File: src/design/lapy_pkg.sv
// Shared constants, types and the arctangent table for the look-at pitch/yaw pipeline.
package lapy_pkg;

  // Coordinate and angle formats.
  localparam int COORD_BITS      = 32;
  localparam int ANGLE_FRAC_BITS = 14;
  localparam int CORDIC_STAGES   = 16;

  // Both vectors are normalised so that the larger member lies in [2^29, 2^30).
  localparam int NORM_BITS = 30;

  // Offset width, and the width of a bit length of an offset magnitude (plus one).
  localparam int D_W   = COORD_BITS + 1;
  localparam int LEN_W = $clog2(D_W + 2);

  // Sum of squares and the working width of the square-root cells.
  localparam int SUM_W      = 2 * NORM_BITS + 1;
  localparam int SQ_W       = 2 * NORM_BITS + 2;
  localparam int SQRT_STEPS = NORM_BITS + 1;
  localparam int SQ_IDX_W   = $clog2(SQRT_STEPS);

  // CORDIC datapath: x and y carry the gain of about 1.65 with headroom,
  // the angle is Q32 radians and must hold 3*pi/2.
  localparam int XY_W     = NORM_BITS + 4;
  localparam int ANG_W    = 36;
  localparam int CS_IDX_W = $clog2(CORDIC_STAGES);

  // Rounding of the Q32 angle down to the output resolution.
  localparam int RND_SH = 32 - ANGLE_FRAC_BITS;

  // Result fields.
  localparam int PITCH_W = 16;
  localparam int YAW_W   = 18;

  // Stream widths, padded to whole bytes.
  localparam int IN_FIELDS   = 6;
  localparam int IN_TDATA_W  = ((IN_FIELDS * COORD_BITS + 7) / 8) * 8;
  localparam int OUT_TDATA_W = ((PITCH_W + YAW_W + 7) / 8) * 8;

  localparam logic signed [ANG_W-1:0] Q32_PI      = ANG_W'(64'sd13493037705);
  localparam logic signed [ANG_W-1:0] Q32_HALF_PI = ANG_W'(64'sd6746518852);

  typedef struct packed {
    logic signed [XY_W-1:0]  x;
    logic signed [XY_W-1:0]  y;
    logic signed [ANG_W-1:0] z;
  } cordic_t;

  typedef struct packed {
    logic [SQ_W-1:0] rem;
    logic [SQ_W-1:0] res;
  } sqrt_t;

  // atan(2^-i) in Q32 radians; from step 11 on it equals 2^(32-i) after rounding.
  function automatic logic signed [ANG_W-1:0] atan_q32(input logic [CS_IDX_W-1:0] i);
    logic signed [ANG_W-1:0] a;
    case (32'(i))
      0:       a = ANG_W'(64'sd3373259426);
      1:       a = ANG_W'(64'sd1991351318);
      2:       a = ANG_W'(64'sd1052175346);
      3:       a = ANG_W'(64'sd534100635);
      4:       a = ANG_W'(64'sd268086748);
      5:       a = ANG_W'(64'sd134174063);
      6:       a = ANG_W'(64'sd67103403);
      7:       a = ANG_W'(64'sd33553749);
      8:       a = ANG_W'(64'sd16777131);
      9:       a = ANG_W'(64'sd8388597);
      10:      a = ANG_W'(64'sd4194303);
      default: a = ANG_W'(64'd1 << (32 - 32'(i)));
    endcase
    return a;
  endfunction

endpackage

File: src/design/lapy_sqrt_cell.sv
// One digit step of the pipelined integer square root (two radicand bits per cell).
module lapy_sqrt_cell (
  input  logic                            clk,
  input  logic                            en,
  input  logic [lapy_pkg::SQ_IDX_W-1:0]   idx,
  input  lapy_pkg::sqrt_t                 d_in,
  output lapy_pkg::sqrt_t                 d_out
);

  logic [lapy_pkg::SQ_W-1:0] probe;
  logic [lapy_pkg::SQ_W-1:0] trial;

  always_comb begin
    probe = lapy_pkg::SQ_W'(1) << (2 * (lapy_pkg::SQRT_STEPS - 1 - 32'(idx)));
    trial = d_in.res + probe;
  end

  always_ff @(posedge clk) begin
    if (en) begin
      if (d_in.rem >= trial) begin
        d_out.rem <= d_in.rem - trial;
        d_out.res <= (d_in.res >> 1) + probe;
      end else begin
        d_out.rem <= d_in.rem;
        d_out.res <= d_in.res >> 1;
      end
    end
  end

endmodule

File: config.mk
export PLATFORM = sky130hd
export DESIGN_NAME = lapy_sqrt_cell
export DESIGN_NICKNAME = d
export VERILOG_FILES = /design/src/design/lapy_pkg.sv /design/src/design/lapy_sqrt_cell.sv
export SDC_FILE = /design/constraint.sdc
export NUM_CORES = 1
export LEC_CHECK = 0
export BUFFER_PORTS_ARGS = -buffer_cell sky130_fd_sc_hd__buf_2
export CAP_MARGIN = 20
export CORE_MARGIN = 10
export CORE_UTILIZATION = 50
export CTS_BUF_LIST = sky130_fd_sc_hd__clkbuf_8
export CTS_CLUSTER_DIAMETER = 150
export CTS_CLUSTER_SIZE = 14
export DETAILED_ROUTE_END_ITERATION = 12
export MAX_ROUTING_LAYER = met4
export PLACE_DENSITY = 0.7
export SETUP_SLACK_MARGIN = 0.4
export SYNTH_ARGS = -nofsm -noshare
export SYNTH_HDL_FRONTEND = slang
export SYNTH_SLANG_ARGS = --single-unit
File: constraint.sdc
create_clock -name clk -period 16.7 [get_ports clk]
set_input_delay 3.34 -clock clk [delete_from_list [all_inputs] [get_ports clk]]
set_output_delay 3.34 -clock clk [all_outputs]
set_load 0.05 [all_outputs]
=== Yosys cells after proc, flatten, opt, wreduce, memory -nomap -nowiden ===
Index checks and enable logic that the tools add are counted.

* Input bits: 131
* Word-level logic and storage cells: 10
* Register bits: 124
* Output and inout bits: 124

* $lt $le $gt $ge: 1
* Shift-type cells: 1
* $add $sub $neg: 4
* Mux-type cells: 1

{| class="wikitable"
|+ Operator list
! kind !! number
|-
| 2-to-1 mux 124 bit || 1
|-
| adder 61 x 62 -> 62 bit || 1
|-
| adder 62 bit || 1
|-
| greater-or-equal comparator 62 bit || 1
|-
| << shifter 1 x 32 -> 62 bit, first input constant || 1
|-
| subtractor 62 bit || 1
|-
| subtractor 5 x 5 -> 6 bit, first input constant || 1
|}

=== Longest topological paths before layout ===
Gate-level depths: netlist (run 1).

* Word-level depth: 5
* Depth in mapped cells: 36
* Mapped depth without buffers: 32

=== Worst setup path before layout (run 1) ===
Ideal clock, no wire load.

* Path type: in2reg
* From: input port idx[0] (netlist bit)
* To: register d_out[111] (netlist bit), data pin
* Stages on the path: 34
* Setup time: 0.260 ns
* Data required time: 16.440 ns
* Buffers on the path: 4
* Path slack: 6.596 ns
* Data arrival time: 9.844 ns
* Cells stage by stage: ha_1 -> buf_4 -> a21oi_1 -> o211a_1 -> nor2_1 -> nor2_1 -> ha_1 -> nand4_1 -> inv_1 -> nand3_1 -> a211oi_1 -> nor2_1 -> o21ai_1 -> a31oi_1 -> o41ai_2 -> a21boi_1 -> o21bai_1 -> a21boi_0 -> xor2_1 -> ha_1 -> clkbuf_1 -> a21oi_1 -> o21ai_0 -> a221oi_1 -> o21ai_0 -> a21oi_1 -> o21ai_1 -> a221o_1 -> a211oi_2 -> nor2_1 -> a31oi_2 -> buf_2 -> buf_4 -> mux2_2

* Longest elaborated chain between the ends: 5
* Elaborated cells between the ends (all ways): 6
* Those cells by class: add/sub (3); order compare (1); shift (1); mux (1)

{| class="wikitable"
|+ RTL lines
! what !! line !! RTL
|-
| from (decl) || lapy_sqrt_cell.sv:5 || <nowiki>input logic [lapy_pkg::SQ_IDX_W-1:0] idx,</nowiki>
|-
| subtractor 5 x 5 -> 6 bit (*) || lapy_sqrt_cell.sv:14 || <nowiki>probe = lapy_pkg::SQ_W'(1) << (2 * (lapy_pkg::SQRT_STEPS - 1 - 32'(idx)));</nowiki>
|-
| << shifter 1 x 32 -> 62 bit (*) || lapy_sqrt_cell.sv:14 ||
|-
| adder 62 bit (*) || lapy_sqrt_cell.sv:15 || <nowiki>trial = d_in.res + probe;</nowiki>
|-
| subtractor 62 bit / greater-or-equal comparator 62 bit (equally long branches) || lapy_sqrt_cell.sv:21, lapy_sqrt_cell.sv:20 ||
|-
| 2-to-1 mux 124 bit (*) || lapy_sqrt_cell.sv:20 || <nowiki>if (d_in.rem >= trial) begin</nowiki>
|-
| to (decl) || lapy_sqrt_cell.sv:7 || <nowiki>output lapy_pkg::sqrt_t d_out</nowiki>
|}

Mark *: on every way between the ends. The rest lies on a longest branch, timed or not.
A chain may end at the register's enable or synchronous reset.

=== Final worst setup path (run 1) ===
* From: input port idx[0] (netlist bit)
* To: register d_out[84] (netlist bit), data pin

Same word-level chain as after synthesis.

==> results of run 1 <==
-- cells by family (layout without fill, tap and decap cells) --
kind of cell | Yosys count | in the layout | synth area share, %
AND/OR/NAND/NOR | 575 | 575 | 20.36
flip-flops | 124 | 124 | 26.65
buffers and inverters | 116 | 330 | 3.547
multiplexers | 16 | 16 | 1.281
adder cells (fa/ha/maj) | 111 | 111 | 9.941
XOR/XNOR | 199 | 199 | 12.80
AO/OA/AOI/OAI | 549 | 549 | 25.43
other | 0 | 4 | 0
-- placed cells by master, fill, tap and decap left out, types with 47 or more instances in the layout --
cell type  count
a21oi_1      105
buf_2        253
nor2_1       130
ha_1         107
nand2_1      204
xor2_1        92
o21ai_0      163
a21o_1        47
edfxtp_1     124
xnor2_1      104
-- worst max-delay path: cells and delay by family --
kind / cells / cell delay (ns)
AOI/OAI and AO/OA: 18 / 4.28
xor gates and xnor gates: 1 / 0.17
adders and majority gates: 3 / 1.40
buffers and inverters: 5 / 1.67
muxes: 1 / 0.41
and+or+nand+nor: 6 / 1.01
-- layer usage --
layer	routed length, um	up-vias	track usage [%]
met5	0	-	-
met2	20090	661	37.79
met1	23380	6553	39.62
met4	891	0	7.196
met3	3841	59	4.567
li1	-	6686	-
-- layout make-up --
type,count,area (um2),area share (%)
Inverter,38,142.6,0.8996
Clock buffer,17,234.0,1.476
Clock inverter,15,172.7,1.089
Timing Repair Buffer,260,1339,8.444
Antenna cell,4,10.01,0.06313
Sequential cell,124,3724,23.48
Multi-Input combinational cell,1450,9761,61.56
Tap cell,378,473.0,2.983
-- stage by stage --
stage	area (um2)	hold slack, ns	cells
global placement	15410	3.639	2249
CTS	15820	3.139	2281
finish	15860	3.154	2286
detailed placement	15410	3.645	2249
global route	15860	3.164	2286
floorplan	13970	3.453	1690
-- worst max-delay path by stage --
stage | startpoint | end | slack [ns] | cells past startpoint
floorplan | idx[0] | d_out[111]$_DFFE_PP_ | 6.60 | 34
global placement | idx[0] | d_out[86]$_DFFE_PP_ | 4.16 | 33
detailed placement | idx[0] | d_out[84]$_DFFE_PP_ | 3.89 | 33
CTS | idx[0] | d_out[84]$_DFFE_PP_ | 4.39 | 33
global route | idx[0] | d_out[84]$_DFFE_PP_ | 3.84 | 34
finish | idx[0] | d_out[84]$_DFFE_PP_ | 4.62 | 34
-- power breakdown --
part | total, mW | internal [mW] | leakage (nW) | switching, mW
clock network | 0.297 | 0.147 | 0.197 | 0.150
registers | 0.406 | 0.395 | 1.21 | 0.0108
logic | 0.565 | 0.167 | 5.05 | 0.399
total | 1.27 | 0.709 | 6.46 | 0.559
==> impl_metrics.csv, run 1 <==
group,metric,value,unit
placement,place_hpwl,38080,um
power,p_leak,6.458,nW
logic_synthesis,synth_edf_count,124,
finish,final_nets,2130,
clocking,cts_buffer_depth,2,
routing,ant_nets,0,
timing,layout_setup_ws,4.616,ns
status,status,"complete, no violations",
finish,reg_top3,"d_out: 124 flops",
timing,drv_slew,0,
finish,utilization,57.23,%
logic_synthesis,synth.avg_cell_area,8.267,um2
routing,drc,0,
global_route,grt_pass1_wl,75090,um
logic_synthesis,yosysSeqAreaShare,26.65,%
logic_synthesis,netlist_instances,1690,
clocking,tritoncts.num_buffers,17,
global_route,grt_overflow,0,
clocking,clock_sinks,124,
timing,worst_pin_slew,0.9499,ns
floorplan,core_area,27710,um2
timing,post-route-min-period,12.08,ns
timing,max_slew_margin,36.67,%
clocking,cts_resized,0,
worst_setup_path,end_kind,"flop",
floorplan,die-area,35030,um2
logic_synthesis,netlist.area_leader.share,26.65,%
timing,fin_crit_sh,72.36,%
clocking,postCtsSetupBuffers,0,
routing,dr.pass1.iters,6,
clocking,clock-root-buffer,"clkbuf_8",
floorplan,boundaryPins,255,
placement,pre_cts_ws,3.895,ns
timing,finalSetupTns,0,ns
logic_synthesis,synth.most_common_cell,"nand2_1",
logic_synthesis,ys.flop_type,"edfxtp_1",
logic_synthesis,synth_largest_area_cell,"edfxtp_1",
placement,gp_congestion,0.9778,
finish,fillers,2641,
finish,largest_reg_flops,124,
timing,hold_viol_final,0,
logic_synthesis,ys_top_cells_by_area,"edfxtp_1 (27%), ha_1 (9.6%), xnor2_1 (6.5%), o21ai_0 (5.8%), xor2_1 (5.8%)",
worst_setup_path,cp.arrival,12.31,ns
placement,port_buffers,254,
worst_setup_path,crit_fanout,87,
clocking,holdBufCountCts,0,
routing,vias,13960,
logic_synthesis,synth-seq-cells,124,
timing,rsz0062_at_grt,"no",
worst_setup_path,critPathMostFrequentCell,"nor2_1",
worst_setup_path,cp-start-kind,"input pin",
finish,area_growth,13.49,%
power,p_per_area,79.98,nW/um2
logic_synthesis,yosys_warnings,0,
worst_setup_path,cp_slowest_stage_delay,0.62,ns
worst_setup_path,crit_slowest_cell,"buf_4",
clocking,htree_levels,4,
power,ir_worst_vdd,0.04375,mV
logic_synthesis,synthArstFlopShare,0,%
min_path,hold_end,"d_out[67]$_DFFE_PP_",
floorplan,die_h,187.2,um
min_path,min_from,"d_in[67]",
logic_synthesis,syn_nets,1929,
finish,largest_register,"d_out",
floorplan,rows,61,
routing,avgViaCountPerCell,6.106,
floorplan,start_util,50.43,%
global_route,grt_max_degree,115,
routing,wl_per_cell,21.09,um
job,drv_cap,0,
timing,setup_violations,0,
worst_setup_path,critPathKind,"input pin to flop",
global_route,first_global_vias,13230,
min_path,whs_path_depth,3,
logic_synthesis,syn-cell-area,13970,um2
floorplan,die_w,187.2,um
routing,wl,48200,um
routing,drt_iter0_markers,1422,
worst_setup_path,required,16.93,ns
logic_synthesis,synth_common_cells,"nand2_1 (204), o21ai_0 (163), nor2_1 (130), edfxtp_1 (124), ha_1 (107)",
global_route,antenna_found_initial,4,
finish,drive_gt1_share,18.38,%
global_route,grt.total_usage,27.19,%
clocking,cts_tree,"built",
logic_synthesis,synth_cell_type_count,102,
timing,max_freq,0.08276,GHz
clocking,clk_pin_slew,0.09,ns
power,power,1.268,mW
min_path,min_path_type,"input pin to flop",
No activity file was read; power rests on OpenSTA's default activity.
==> run 2: changes to the inputs <==
--- a/config.mk
+++ b/config.mk
@@ -5,6 +5,7 @@
 export SDC_FILE = /design/constraint.sdc
 export NUM_CORES = 1
 export LEC_CHECK = 0
+export ABC_AREA = 1
 export BUFFER_PORTS_ARGS = -buffer_cell sky130_fd_sc_hd__buf_2
 export CAP_MARGIN = 20
 export CORE_MARGIN = 10
@@ -14,7 +15,7 @@
 export CTS_CLUSTER_SIZE = 14
 export DETAILED_ROUTE_END_ITERATION = 12
 export MAX_ROUTING_LAYER = met4
-export PLACE_DENSITY = 0.7
+export PLACE_DENSITY = 0.68
 export SETUP_SLACK_MARGIN = 0.4
 export SYNTH_ARGS = -nofsm -noshare
 export SYNTH_HDL_FRONTEND = slang
==> constraint.sdc (replaced) <==
create_clock -name clk -period 12.4 [get_ports clk]
set_input_delay 2.48 -clock clk [delete_from_list [all_inputs] [get_ports clk]]
set_output_delay 2.48 -clock clk [all_outputs]
set_load 0.05 [all_outputs]
==> impl_metrics.csv, run 2 <==
group,metric,value,unit
status,status,"complete, no violations",
timing,finalSetupTns,0,ns
logic_synthesis,syn_nets,3222,
floorplan,start_util,50.67,%
global_route,grt.total_usage,34.86,%
timing,layout_setup_ws,2.895,ns
timing,hold_viol_final,0,
timing,post-route-min-period,9.505,ns
floorplan,die_h,206.9,um
placement,port_buffers,254,
finish,fillers,3547,
global_route,grt_overflow,0,
routing,avgViaCountPerCell,5.754,
clocking,postCtsSetupBuffers,0,
global_route,grt_pass1_wl,110900,um
clocking,clk_pin_slew,0.08,ns
routing,vias,21270,
timing,drv_slew,0,
power,p_per_area,88.63,nW/um2
routing,drt_iter0_markers,2224,
worst_setup_path,crit_fanout,46,
power,p_leak,9.671,nW
global_route,grt_max_degree,81,
placement,place_hpwl,62690,um
logic_synthesis,ys.flop_type,"edfxtp_1",
finish,largest_register,"d_out",
finish,final_cell_mix,"nand2_1 (967), inv_1 (446), nor2_1 (362), buf_2 (253), nand3_1 (209)",
logic_synthesis,ys_top_cells_by_area,"edfxtp_1 (21%), nand2_1 (21%), inv_1 (9.6%), nor2_1 (7.8%), ha_1 (7.7%)",
power,power,1.729,mW
placement,pre_cts_ws,2.696,ns
clocking,htree_levels,4,
worst_setup_path,cp.arrival,9.78,ns
timing,max_slew_margin,34.71,%
finish,reg_top3,"d_out: 124 flops",
finish,ff_latch_area,3724,um2
finish,multi_input_area,11860,um2
clocking,holdBufCountCts,0,
finish,area_growth,11.74,%
clocking,cts_buffer_depth,2,
finish,largest_reg_flops,124,
routing,wl_per_cell,20.14,um
logic_synthesis,yosysSeqAreaShare,21.33,%
logic_synthesis,syn-cell-area,17460,um2
finish,drive_gt1_share,10.59,%
finish,final_nets,3468,
finish,final_common_cell,"nand2_1",
logic_synthesis,yosys_warnings,0,
clocking,tritoncts.num_buffers,17,
logic_synthesis,netlist.area_leader.share,21.33,%
floorplan,core_area,34460,um2
floorplan,boundaryPins,255,
floorplan,die-area,42800,um2
power,ir_worst_vdd,0.08421,mV
routing,dr.pass1.iters,6,
logic_synthesis,synth_edf_count,124,
worst_setup_path,end_kind,"flop",
worst_setup_path,crit_slowest_cell,"inv_2",
floorplan,rows,68,
timing,setup_violations,0,
routing,wl,74450,um
logic_synthesis,synth_common_cells,"nand2_1 (967), inv_1 (446), nor2_1 (362), nand3_1 (209), o21ai_0 (187)",
logic_synthesis,synth-seq-cells,124,
clocking,clock_sinks,124,
placement,gp_congestion,1.102,
global_route,first_global_vias,20430,
timing,max_freq,0.1052,GHz
worst_setup_path,required,12.68,ns
min_path,min_path_type,"input pin to flop",
logic_synthesis,synth_cell_type_count,51,
global_route,antenna_found_initial,2,
clocking,clock-root-buffer,"clkbuf_8",
logic_synthesis,synth_largest_area_cell,"edfxtp_1",
floorplan,die_w,206.9,um
logic_synthesis,synth.avg_cell_area,5.853,um2
routing,drc,0,
worst_setup_path,cp_slowest_stage_delay,0.71,ns
worst_setup_path,critPathKind,"input pin to flop",
clocking,cts_resized,0,
logic_synthesis,synthArstFlopShare,0,%
timing,rsz0062_at_grt,"no",
logic_synthesis,netlist_instances,2983,
worst_setup_path,cp-start-kind,"input pin",
worst_setup_path,critPathMostFrequentCell,"nand2_1",
clocking,cts_tree,"built",
timing,fin_crit_sh,76.65,%
timing,worst_pin_slew,0.9780,ns
routing,ant_nets,0,
logic_synthesis,synth.most_common_cell,"nand2_1",
job,drv_cap,0,
run 2: cell count changes after synthesis, sizes merged, moves of 23 or more:
cell	previous run	this run
nand2b	23	0
nand2	205	979
nor3	28	51
o21ai	172	214
clkbuf	51	9
nor2	136	374
a31oi	45	17
nand3	46	212
xor2	94	58
inv	38	457
a21oi	107	141
xnor2	105	42
a21o	47	20
run 2: layout make-up:
cell class	instances	area share (%)
tap	455	2.918
timing repair buffer	259	6.721
clock buffer	17	1.199
antenna	2	0.02565
multi-input combinational	2369	60.80
sequential	124	19.08
inverter	458	8.811
clock inverter	13	0.4425
run 2: path summary, 6_finish.rpt:
kind | startpoint | end | slack (ns) | cells past startpoint
max | idx[0] | d_out[59]$_DFFE_PP_ | 2.89 | 36
min | d_in[114] | d_out[114]$_DFFE_PP_ | 2.25 | 3
run 2: kinds of logic after synthesis:
| logic type | Yosys count | synth area share, % |
|---|---|---|
| fa+ha+maj | 108 | 7.782 |
| buf+inv | 490 | 10.76 |
| flops | 124 | 21.33 |
| xor+xnor | 100 | 5.016 |
| compound gates | 442 | 13.92 |
| simple gates | 1719 | 41.20 |
run 2: metrics by stage:
stage	cells	util, %	instance area [um2]	hold WS [ns]
global placement	3665	55.68	19190	2.780
floorplan	2983	-	17460	2.593
CTS	3695	56.61	19510	2.246
finish	3697	56.62	19510	2.253
detailed placement	3665	55.68	19190	2.781
global route	3697	56.62	19510	2.289
run 2: power by group:
| group | leakage, nW | switching, mW | internal [mW] |
|---|---|---|---|
| registers | 1.21 | 0.0146 | 0.535 |
| clock network | 0.163 | 0.187 | 0.149 |
| logic | 8.30 | 0.627 | 0.216 |
| total | 9.67 | 0.829 | 0.900 |
run 2: layer usage:
layer | GRT usage, % | part of all wire, % | wire (um) | vias to the layer above
met3 | 3.995 | 9.2 | 6834 | 255
met2 | 55.89 | 45 | 33660 | 1288
li1 | - | - | - | 10180
met1 | 41.09 | 39 | 28940 | 9548
met5 | - | 0 | 0 | -
met4 | 22.17 | 6.7 | 5021 | 0
run 2: worst max-delay path, delay by kind of cell:
family                     cells  cell delay (ns)
buffers and inverters          8             1.94
AOI/OAI and AO/OA              3             0.80
and+or+nand+nor               22             3.62
adders and majority gates      3             0.88
